### src/hdl/mwm_pkg.sv
// Shared constants and types for the mecanum wheel mixer.
package mwm_pkg;

  // Configuration register indexes.
  localparam int unsigned CFG_IDX_W = 2;
  typedef enum logic [CFG_IDX_W-1:0] {
    CFG_DEADBAND  = 2'd0,
    CFG_TURN_GAIN = 2'd1
  } cfg_idx_t;

  localparam int unsigned CFG_DATA_W  = 12;
  localparam int unsigned DEADBAND_W  = 7;
  localparam int unsigned TURN_GAIN_W = 12;

  localparam logic [DEADBAND_W-1:0]  DEADBAND_RST  = 7'd10;
  localparam logic [TURN_GAIN_W-1:0] TURN_GAIN_RST = 12'd256;

  // Axis and wheel arithmetic.
  localparam int unsigned AXIS_W  = 8;   // centred axis, signed, +-127
  localparam int unsigned SUM_W   = 9;   // sum of two axes, signed
  localparam int unsigned PROD_W  = 26;  // sum times 1/sqrt2 in Q.16
  localparam int unsigned ROT_W   = 18;  // rotated term in Q.8
  localparam int unsigned TURN_W  = 21;  // turn term in Q.8
  localparam int unsigned WHEEL_W = 22;  // wheel sum in Q.8

  localparam logic signed [PROD_W-1:0]  INV_SQRT2_Q16  = 26'sd46341;
  localparam logic signed [WHEEL_W-1:0] WHEEL_LIMIT_Q8 = 22'sd32512;

endpackage

### src/hdl/mwm_axis.sv
// Centres one joystick byte, applies the deadband and clamps to +-127.
module mwm_axis (
  input  logic [7:0]                          raw,
  input  logic                                invert,
  input  logic [mwm_pkg::DEADBAND_W-1:0]      deadband,
  output logic signed [mwm_pkg::AXIS_W-1:0]   value
);

  logic [8:0]        zone_lo;
  logic [8:0]        zone_hi;
  logic              in_zone;
  logic signed [8:0] centred;

  // The dead zone is the open interval around the centre byte.
  assign zone_lo = 9'd127 - {2'b00, deadband};
  assign zone_hi = 9'd127 + {2'b00, deadband};
  assign in_zone = ({1'b0, raw} > zone_lo) && ({1'b0, raw} < zone_hi);

  // Inverted axes read 127 - b, the others b - 127.
  assign centred = invert ? (9'sd127 - $signed({1'b0, raw}))
                          : ($signed({1'b0, raw}) - 9'sd127);

  // Zero inside the dead zone, otherwise clamp the edge values.
  always_comb begin
    if (in_zone) begin
      value = '0;
    end else if (centred > 9'sd127) begin
      value = 8'sd127;
    end else if (centred < -9'sd127) begin
      value = -8'sd127;
    end else begin
      value = centred[7:0];
    end
  end

endmodule

### src/hdl/mwm_wheel.sv
// Clamps one wheel value and turns it into a direction bit and an even duty.
module mwm_wheel (
  input  logic signed [mwm_pkg::WHEEL_W-1:0] wheel,
  output logic                               dir,
  output logic [7:0]                         duty
);

  logic signed [mwm_pkg::WHEEL_W-1:0] clamped;
  logic signed [mwm_pkg::WHEEL_W-1:0] level;

  // Limit to +-127 in Q.8.
  always_comb begin
    if (wheel > mwm_pkg::WHEEL_LIMIT_Q8) begin
      clamped = mwm_pkg::WHEEL_LIMIT_Q8;
    end else if (wheel < -mwm_pkg::WHEEL_LIMIT_Q8) begin
      clamped = -mwm_pkg::WHEEL_LIMIT_Q8;
    end else begin
      clamped = wheel;
    end
  end

  // Negative drive is measured up from the lower limit; both cases are non-negative.
  assign dir   = clamped[mwm_pkg::WHEEL_W-1];
  assign level = dir ? (mwm_pkg::WHEEL_LIMIT_Q8 + clamped) : clamped;
  assign duty  = {level[14:8], 1'b0};

endmodule

### src/hdl/mecanum_wheel_mixer.sv
// Top level of the mecanum wheel mixer: registers, pipeline and wheel outputs.
// An accepted request runs through v1_r, v2_r and out_valid_r in order to its result strobe.
// Throughput: one request per cycle; busy stays low, so start may be held high continuously.
// The three stages are input capture, centring with the three multipliers, and wheel mixing.
// Synchronous active-low reset clears the pipeline valid bits and restores
// deadband = 10 and turn gain = 1.0; the receiver cannot stall the result strobe.
module mecanum_wheel_mixer (
  input  logic                            clk,
  input  logic                            rst_n,
  input  logic                            start,
  output logic                            busy,
  input  logic [7:0]                      in_stick_x,
  input  logic [7:0]                      in_stick_y,
  input  logic [7:0]                      in_stick_turn,
  input  logic                            cfg_valid,
  output logic                            cfg_ready,
  input  logic [mwm_pkg::CFG_IDX_W-1:0]   cfg_index,
  input  logic [mwm_pkg::CFG_DATA_W-1:0]  cfg_data,
  output logic                            out_valid,
  output logic                            out_dir_front_left,
  output logic                            out_dir_front_right,
  output logic                            out_dir_rear_left,
  output logic                            out_dir_rear_right,
  output logic [7:0]                      out_duty_front_left,
  output logic [7:0]                      out_duty_front_right,
  output logic [7:0]                      out_duty_rear_left,
  output logic [7:0]                      out_duty_rear_right
);

  logic [mwm_pkg::DEADBAND_W-1:0]  deadband_r;
  logic [mwm_pkg::TURN_GAIN_W-1:0] turn_gain_r;

  logic       v1_r;
  logic [7:0] x_raw_r;
  logic [7:0] y_raw_r;
  logic [7:0] t_raw_r;

  logic signed [mwm_pkg::AXIS_W-1:0] x_ax;
  logic signed [mwm_pkg::AXIS_W-1:0] y_ax;
  logic signed [mwm_pkg::AXIS_W-1:0] t_ax;
  logic signed [mwm_pkg::SUM_W-1:0]  sum_a;
  logic signed [mwm_pkg::SUM_W-1:0]  sum_b;
  logic signed [mwm_pkg::PROD_W-1:0] prod_a;
  logic signed [mwm_pkg::PROD_W-1:0] prod_b;
  logic signed [mwm_pkg::TURN_W-1:0] gain_s;
  logic signed [mwm_pkg::TURN_W-1:0] turn_prod;

  logic                              v2_r;
  logic signed [mwm_pkg::ROT_W-1:0]  a8_r;
  logic signed [mwm_pkg::ROT_W-1:0]  b8_r;
  logic signed [mwm_pkg::TURN_W-1:0] r8_r;

  logic signed [mwm_pkg::WHEEL_W-1:0] w_fl;
  logic signed [mwm_pkg::WHEEL_W-1:0] w_fr;
  logic signed [mwm_pkg::WHEEL_W-1:0] w_rl;
  logic signed [mwm_pkg::WHEEL_W-1:0] w_rr;
  logic                               dir_fl;
  logic                               dir_fr;
  logic                               dir_rl;
  logic                               dir_rr;
  logic [7:0]                         duty_fl;
  logic [7:0]                         duty_fr;
  logic [7:0]                         duty_rl;
  logic [7:0]                         duty_rr;

  logic       out_valid_r;
  logic [3:0] dir_r;
  logic [7:0] duty_fl_r;
  logic [7:0] duty_fr_r;
  logic [7:0] duty_rl_r;
  logic [7:0] duty_rr_r;

  // The pipeline takes a request every cycle and writes are always taken.
  assign busy      = 1'b0;
  assign cfg_ready = 1'b1;

  // Configuration registers; upper data bits beyond each register are dropped.
  always_ff @(posedge clk) begin
    if (!rst_n) begin
      deadband_r  <= mwm_pkg::DEADBAND_RST;
      turn_gain_r <= mwm_pkg::TURN_GAIN_RST;
    end else if (cfg_valid && cfg_ready) begin
      case (cfg_index)
        mwm_pkg::CFG_DEADBAND:  deadband_r  <= cfg_data[mwm_pkg::DEADBAND_W-1:0];
        mwm_pkg::CFG_TURN_GAIN: turn_gain_r <= cfg_data[mwm_pkg::TURN_GAIN_W-1:0];
        default: ;
      endcase
    end
  end

  // Stage one: capture the request.
  always_ff @(posedge clk) begin
    if (!rst_n) begin
      v1_r <= 1'b0;
    end else begin
      v1_r <= start && !busy;
    end
  end

  always_ff @(posedge clk) begin
    if (start && !busy) begin
      x_raw_r <= in_stick_x;
      y_raw_r <= in_stick_y;
      t_raw_r <= in_stick_turn;
    end
  end

  // Stage two: centre the axes, rotate the strafe vector and scale the turn.
  mwm_axis u_axis_x (.raw(x_raw_r), .invert(1'b0), .deadband(deadband_r), .value(x_ax));
  mwm_axis u_axis_y (.raw(y_raw_r), .invert(1'b1), .deadband(deadband_r), .value(y_ax));
  mwm_axis u_axis_t (.raw(t_raw_r), .invert(1'b1), .deadband(deadband_r), .value(t_ax));

  assign sum_a     = mwm_pkg::SUM_W'(y_ax) + mwm_pkg::SUM_W'(x_ax);
  assign sum_b     = mwm_pkg::SUM_W'(y_ax) - mwm_pkg::SUM_W'(x_ax);
  assign prod_a    = mwm_pkg::PROD_W'(sum_a) * mwm_pkg::INV_SQRT2_Q16;
  assign prod_b    = mwm_pkg::PROD_W'(sum_b) * mwm_pkg::INV_SQRT2_Q16;
  assign gain_s    = $signed({{(mwm_pkg::TURN_W-mwm_pkg::TURN_GAIN_W){1'b0}}, turn_gain_r});
  assign turn_prod = mwm_pkg::TURN_W'(t_ax) * gain_s;

  always_ff @(posedge clk) begin
    if (!rst_n) begin
      v2_r <= 1'b0;
    end else begin
      v2_r <= v1_r;
    end
  end

  // Dropping eight fraction bits of a signed product rounds towards minus infinity.
  always_ff @(posedge clk) begin
    a8_r <= prod_a[mwm_pkg::PROD_W-1:8];
    b8_r <= prod_b[mwm_pkg::PROD_W-1:8];
    r8_r <= turn_prod;
  end

  // Stage three: mix each wheel and convert to direction and duty.
  assign w_fl = mwm_pkg::WHEEL_W'(a8_r) + mwm_pkg::WHEEL_W'(r8_r);
  assign w_fr = mwm_pkg::WHEEL_W'(b8_r) - mwm_pkg::WHEEL_W'(r8_r);
  assign w_rl = mwm_pkg::WHEEL_W'(b8_r) + mwm_pkg::WHEEL_W'(r8_r);
  assign w_rr = mwm_pkg::WHEEL_W'(a8_r) - mwm_pkg::WHEEL_W'(r8_r);

  mwm_wheel u_wheel_fl (.wheel(w_fl), .dir(dir_fl), .duty(duty_fl));
  mwm_wheel u_wheel_fr (.wheel(w_fr), .dir(dir_fr), .duty(duty_fr));
  mwm_wheel u_wheel_rl (.wheel(w_rl), .dir(dir_rl), .duty(duty_rl));
  mwm_wheel u_wheel_rr (.wheel(w_rr), .dir(dir_rr), .duty(duty_rr));

  always_ff @(posedge clk) begin
    if (!rst_n) begin
      out_valid_r <= 1'b0;
    end else begin
      out_valid_r <= v2_r;
    end
  end

  always_ff @(posedge clk) begin
    dir_r     <= {dir_rr, dir_rl, dir_fr, dir_fl};
    duty_fl_r <= duty_fl;
    duty_fr_r <= duty_fr;
    duty_rl_r <= duty_rl;
    duty_rr_r <= duty_rr;
  end

  // Result ports.
  assign out_valid            = out_valid_r;
  assign out_dir_front_left   = dir_r[0];
  assign out_dir_front_right  = dir_r[1];
  assign out_dir_rear_left    = dir_r[2];
  assign out_dir_rear_right   = dir_r[3];
  assign out_duty_front_left  = duty_fl_r;
  assign out_duty_front_right = duty_fr_r;
  assign out_duty_rear_left   = duty_rl_r;
  assign out_duty_rear_right  = duty_rr_r;

  // Every accepted request yields a result strobe.
  a_latency: assert property (@(posedge clk) disable iff (!rst_n)
    start && !busy |-> ##3 out_valid)
    else $error("result strobe missing three cycles after a request");

  // Duties are always even.
  a_even_duty: assert property (@(posedge clk) disable iff (!rst_n)
    out_valid |-> (out_duty_front_left[0] == 1'b0) && (out_duty_front_right[0] == 1'b0)
               && (out_duty_rear_left[0] == 1'b0) && (out_duty_rear_right[0] == 1'b0))
    else $error("odd duty on result");

  // Negative drive never reaches full duty.
  a_neg_duty: assert property (@(posedge clk) disable iff (!rst_n)
    out_valid |-> (!out_dir_front_left || out_duty_front_left != 8'd254)
               && (!out_dir_front_right || out_duty_front_right != 8'd254)
               && (!out_dir_rear_left || out_duty_rear_left != 8'd254)
               && (!out_dir_rear_right || out_duty_rear_right != 8'd254))
    else $error("negative drive with full duty");

  // No strobe without an earlier request.
  a_no_spurious: assert property (@(posedge clk) disable iff (!rst_n)
    !start |-> ##3 !out_valid)
    else $error("result strobe without a request");

endmodule
### config.mk
export PLATFORM = sky130hd
export DESIGN_NAME = mecanum_wheel_mixer
export DESIGN_NICKNAME = d
export VERILOG_FILES = /design/src/hdl/mwm_pkg.sv /design/src/hdl/mwm_axis.sv /design/src/hdl/mwm_wheel.sv /design/src/hdl/mecanum_wheel_mixer.sv
export SDC_FILE = /design/constraint.sdc
export NUM_CORES = 1
export LEC_CHECK = 0
export ABC_AREA = 1
export BUFFER_PORTS_ARGS = -buffer_cell sky130_fd_sc_hd__buf_2
export CAP_MARGIN = 10
export CELL_PAD_IN_SITES_DETAIL_PLACEMENT = 0
export CELL_PAD_IN_SITES_GLOBAL_PLACEMENT = 1
export CORE_ASPECT_RATIO = 1.4
export CORE_MARGIN = 3
export CORE_UTILIZATION = 51
export DETAILED_ROUTE_END_ITERATION = 12
export PLACE_DENSITY = 0.95
export SLEW_MARGIN = 20
export SYNTH_ARGS = -nofsm -noshare
export SYNTH_HDL_FRONTEND = slang
export SYNTH_HIERARCHICAL = 1
export SYNTH_SLANG_ARGS = --single-unit
export TNS_END_PERCENT = 5
### constraint.sdc
create_clock -name clk -period 16.6 [get_ports clk]
set_clock_uncertainty 0.1 [all_clocks]
set_input_delay 3.32 -clock clk [delete_from_list [all_inputs] [get_ports clk]]
set_output_delay 3.32 -clock clk [all_outputs]
set_load 0.02 [all_outputs]
======== Yosys cells after proc, flatten, opt, wreduce, memory -nomap -nowiden ========
Index checks and enable logic that the tools add are counted.
storage, ports and cells
  register bits after elaboration ......... 135
operators by class
  $add $sub $neg .......................... 15
  multipliers ............................. 3
  $lt $le $gt $ge ......................... 20
  equal/unequal tests ..................... 1
  muxes and demuxes ....................... 21
  reduce and logical (&&, ||, !) cells .... 6
operators with widths
  operator                                                                            count
  22-bit two-way mux                                                                  8
  22-bit by 16-bit greater-than comparator with 1-bit output (second input constant)  4
  22-bit by 16-bit less-than comparator with 1-bit output (second input constant)     4
  8-bit two-way mux                                                                   9
  9-bit by 15-bit adder with 15-bit output (first input constant)                     4
  15-bit two-way mux                                                                  4
  9-bit by 17-bit multiplier with 26-bit output (second input constant)               2
  18-bit by 21-bit adder with 22-bit output                                           2
  18-bit by 21-bit subtractor with 22-bit output                                      2
  8-bit by 9-bit greater-than comparator with 1-bit output                            3
  9-bit by 8-bit greater-than comparator with 1-bit output (second input constant)    3
  8-bit by 9-bit less-than comparator with 1-bit output                               3
  9-bit by 8-bit less-than comparator with 1-bit output (second input constant)       3
  8-bit by 13-bit multiplier with 21-bit output                                       1
  7-bit by 8-bit subtractor with 9-bit output (first input constant)                  2
  8-bit by 8-bit adder with 9-bit output                                              1
  8-bit by 7-bit subtractor with 9-bit output (second input constant)                 1
  8-bit by 8-bit subtractor with 9-bit output                                         1
  7-bit by 7-bit adder with 8-bit output (first input constant)                       1
  7-bit by 7-bit subtractor with 8-bit output (first input constant)                  1
  2-bit AND reduction                                                                 2
  1-bit logical AND                                                                   3
  2-bit by 1-bit equality test with 1-bit output (second input constant)              1
  2-bit zero test                                                                     1

======== Depth between registers and ports, before layout ========
  depth in word-level cells ............... 7
  gate-level depth with buffers ........... 46
  gate-level depth less buffers ........... 45

======== Hierarchy ========
Netlist, hierarchy kept.
modules (own cells, without submodules)
  module                   times used  cells each  area an instance (um^2)
  mecanum_wheel_mixer      1           2466        17595.6
  mwm_wheel                4           91          440.4
  mwm_axis (u_axis_t ...)  2           135         773.2
  mwm_axis (u_axis_y)      1           131         773.2

======== Least setup slack after synthesis ========
OpenSTA, ideal clock, no wires.
  path type ............................... flip-flop to flip-flop
  start ................................... register deadband_r[2] in the netlist's numbering
  end ..................................... register a8_r[11] in the netlist's numbering
  setup time .............................. 112 ps
  data arrival time ....................... 6594 ps
  required time ........................... 16388 ps
  slack ................................... 9793 ps
  cell stages (with the launch flop) ...... 40
  buffers on the path ..................... 1
  period minus slack after synthesis ...... 6807 ps
  cells stage by stage .................... dfxtp_1 > nor2_1 > nand2_1 > or3_1 > xor2_1 > ha_1 > a21oi_1 > o21ai_0 > a21oi_1 > nand3_4 > nand2_2 > a21oi_1 > ha_1 > buf_2 > inv_1 > a21oi_1 > nand2_1 > nand2_1 > [4 not listed] > inv_1 > ha_1 > inv_1 > fa_1 > inv_1 > fa_1 > inv_1 > fa_1 > inv_1 > ha_1 > ha_1 > a21oi_1 > a21boi_0 > nor2_1 > nor2_1 > nand2_1 > nand2_1 > nand2_1
on the way
  longest elaborated chain between the ends .. 6
  elaborated cells on any way between the ends .. 12
  those cells by class .................... add/sub (3); mul (1); order compare (4); mux (2); reduce/logical (2)
ends and longest elaborated chain
  what                                                                                                                                      line                            source
  from (decl)                                                                                                                               mecanum_wheel_mixer.sv:30       logic [mwm_pkg::DEADBAND_W-1:0] deadband_r;
  from (signal assigned)                                                                                                                    mecanum_wheel_mixer.sv:80       deadband_r <= mwm_pkg::DEADBAND_RST;
  from (signal assigned)                                                                                                                    mecanum_wheel_mixer.sv:84       mwm_pkg::CFG_DEADBAND: deadband_r <= cfg_data[mwm_pkg::DEADBAND_W-1:0];
  7-bit by 7-bit subtractor with 8-bit output / 7-bit by 7-bit adder with 8-bit output (equally long branches)                              mwm_axis.sv:15, mwm_axis.sv:16
  8-bit by 9-bit greater-than comparator with 1-bit output / 8-bit by 9-bit less-than comparator with 1-bit output (equally long branches)  mwm_axis.sv:17                  assign in_zone = ({1'b0, raw} > zone_lo) && ({1'b0, raw} < zone_hi);
  1-bit logical AND *                                                                                                                       mwm_axis.sv:17
  8-bit two-way mux *                                                                                                                       mwm_axis.sv:25                  if (in_zone) begin
  via y_ax (one bit)                                                                                                                        mecanum_wheel_mixer.sv:39       logic signed [mwm_pkg::AXIS_W-1:0] y_ax;
  8-bit by 8-bit adder with 9-bit output *                                                                                                  mecanum_wheel_mixer.sv:113      assign sum_a = mwm_pkg::SUM_W'(y_ax) + mwm_pkg::SUM_W'(x_ax);
  9-bit by 17-bit multiplier with 26-bit output *                                                                                           mecanum_wheel_mixer.sv:115      assign prod_a = mwm_pkg::PROD_W'(sum_a) * mwm_pkg::INV_SQRT2_Q16;
  via prod_a (one bit)                                                                                                                      mecanum_wheel_mixer.sv:43       logic signed [mwm_pkg::PROD_W-1:0] prod_a;
  to (signal assigned)                                                                                                                      mecanum_wheel_mixer.sv:130      a8_r <= prod_a[mwm_pkg::PROD_W-1:8];
  to (decl)                                                                                                                                 mecanum_wheel_mixer.sv:49       logic signed [mwm_pkg::ROT_W-1:0] a8_r;
Mark *: on every way through the listed nets, which the timed path passes. The rest lies on a longest branch.
A chain may end at the register's enable or synchronous reset.

======== Final worst setup path ========
  start ................................... register deadband_r[2] in the netlist's numbering
  end ..................................... register a8_r[15] in the netlist's numbering
The elaborated chain is that of the path after synthesis.

==> flow_summary.toml <==
[outcome]
status = "finished clean"

[timing]
setup_viol = 0
clock.fmax_ghz = 0.131
post-route-min-period_ns = 7.65
worstMarginPinSlew_ns = 0.977
hold_violations = 0
slew_viol_final = 0
tns_ns = 0
whs_ns = 0.307
slew_headroom = 0.346
fin_crit_sh = 0.461
rsz0062_at_grt = "no"

[clocking]
clk_pin_slew_ns = 0.07
cts_hold_buf = 0
clockRootBuffer = "clkbuf_16"
cts_tree = "yes"
cts_inserted_buffers = 17
cts_resized = 0
clockBufferDepth = 2
post-cts-setup-buffer-count = 0
cts.htree.levels = 4
cts_sinks = 139
clock_latency_ns = 0.46

[yosys]
synth-seq-cells = 139
ys_async_sr_fraction = 0
synth_ff_type = "dfxtp_1"
synth_edf_count = 24
synth.avg_cell_area_sq_um = 6.71
synth.distinct_cells = 59
syn_inst = 3231
synth_warnings = 6
yosys-top-cells-area = "ha_1 20%, nand2_1 13%, inv_1 11%"
ys_seq_area_frac = 0.139
synthesis.area_sq_um = 21700
synth_largest_area_cell = "ha_1"
synth_top_area_share = 0.204

[final_layout]
diodes = 0
drive_gt1_frac = 0.0611
syn_to_final_growth_pct = 6.21
final_net_count = 3781
layout_common_cells = "779 x nand2_1, 620 x inv_1, 353 x ha_1"
layout_commonest_cell = "nand2_1"

[setup_path]
arrival_ns = 7.89
cp-start-kind = "register"
required_ns = 16.85
crit_family = "adder cells"
slowest_stage = "fa_1"
crit_fanout = 13
cpPeakStageDelay_ns = 0.55
endpoint_kind = "register"
startpoint = "deadband_r[2]"
setup.worst_path.class = "register to register"
timing.rr.end = "a8_r[15]"
r2r_setup_slack_ns = 8.95
crit_buf_inv = 6
crit_top_cell = "nand2_1"
reg2reg_depth = 38
reg2reg_from = "deadband_r[2]"

[route]
vias_per_cell = 5.27
routed_wl_microns = 60200
drt-pass1-iter-count = 5
drtIter0Drc = 1145
wl_per_cell_microns = 15.7
vias = 20200
drc = 0
ant_nets = 0

[grt]
antenna_found_initial = 0
grt_pass1_vias = 20500
grt_max_degree = 26
grt_pass1_wl_microns = 99300
overflow = 0
track_usage = 0.268

[die]
dieArea_sq_um = 45000
die_w_microns = 180
initial_core_util = 0.521
fp-row-count = 88
fp.dieH_microns = 250
core-area_sq_um = 41600
io_pins = 81

[flow_run]
max_cap_viol_count = 0

[min_path]
hold_depth = 2
hold_path.class = "register to register"
min_to = "v2_r"
worstHoldStart = "v1_r"

[placement]
hpwl_microns = 51700
numPortBuffers = 78
gp_congestion = 1.01
[through the flow]
stage / std cells / worst slack, ns / utilization / instance area (sq um)
after floorplan: 3240 / 9.79 / - / 21700
after global placement: 3795 / 9.24 / 0.539 / 22400
after CTS: 3827 / 9.00 / 0.553 / 23000
after global routing: 3827 / 8.26 / 0.553 / 23000
final: 3827 / 8.95 / 0.553 / 23000
after detailed placement: 3795 / 9.01 / 0.539 / 22400
[tightest hold or removal path, delay by kind of cell (launching register included)]
kind / cells / cell delay [ns]
buf+inv: 1 / 0.04
flops: 1 / 0.30
simple gates: 1 / 0.05
[worst max path at each step]
stage | end | cells past startpoint | slack, ns
finish | a8_r[15] | 38 | 8.95
global placement | a8_r[11] | 38 | 9.24
CTS | a8_r[15] | 38 | 9.00
detailed placement | a8_r[15] | 38 | 9.01
global route | a8_r[15] | 39 | 8.26
floorplan | a8_r[11] | 39 | 9.79
[cell families (layout without fill, tap and decap cells)]
family	count (synthesis)	in the layout	share of synthesized area
AND/OR/NAND/NOR	1422	1422	0.280
other	6	15	0.00104
AO/OA/AOI/OAI	385	385	0.0993
buffers and inverters	701	748	0.126
XOR/XNOR	113	113	0.0469
adder cells (fa/ha/maj)	465	465	0.307
flip-flops	139	139	0.139
[flip-flops by register name, summed over array words and instances, names as in the netlist]
signal and flops:
turn_gain_r 12, deadband_r 7, out_duty_rear_right 8, dir_r 4, x_raw_r 8, v1_r 1
r8_r 21, out_duty_rear_left 8, a8_r 18, v2_r 1, out_duty_front_left 8, out_valid 1
t_raw_r 8, y_raw_r 8, b8_r 18, out_duty_front_right 8
[routing by layer]
layer	wire length (microns)	share of wire	global-route usage	up-vias
met1	23300	0.39	0.288	9237
met5	0	0	0	-
met3	1890	0.031	0.0271	176
met2	31600	0.53	0.513	498
met4	3320	0.055	0.136	0
li1	-	-	-	10300
[Yosys cell counts, types with 3 or more instances]
cell / instances
nor2_2: 3
fa_1: 112
or2_2: 11
nand4_1: 64
xnor2_1: 14
o41ai_1: 4
o21ai_2: 7
nand3_2: 5
a21boi_0: 3
edfxtp_1: 24
inv_2: 15
a21o_1: 8
a31oi_1: 4
nor3_1: 52
ha_1: 353
conb_1: 6
nand3b_1: 7
nand4_2: 4
nor2_1: 306
nand3_1: 147
a21oi_1: 197
o21bai_1: 12
clkbuf_1: 25
inv_1: 620
nand2_2: 18
nor4_1: 3
nor3_4: 4
o22ai_1: 4
buf_2: 23
dfxtp_1: 115
nand2_4: 4
or3_1: 3
o21ai_0: 111
and2_0: 4
buf_6: 3
o21ai_1: 11
o21a_1: 6
a21oi_2: 8
nand2_1: 779
buf_4: 12
xor2_1: 97
[area by class of cell]
cell class	count	area, sq um
fill	4169	18600
timing repair buffer	79	398
multi-input combinational	2400	16000
tap	540	676
inverter	637	2390
clock inverter	13	144
sequential	139	3020
clock buffer	19	433
Power is left out: the tool's default activity adds up to more than one toggle a clock period on the data nets, which glitch-free logic cannot reach.
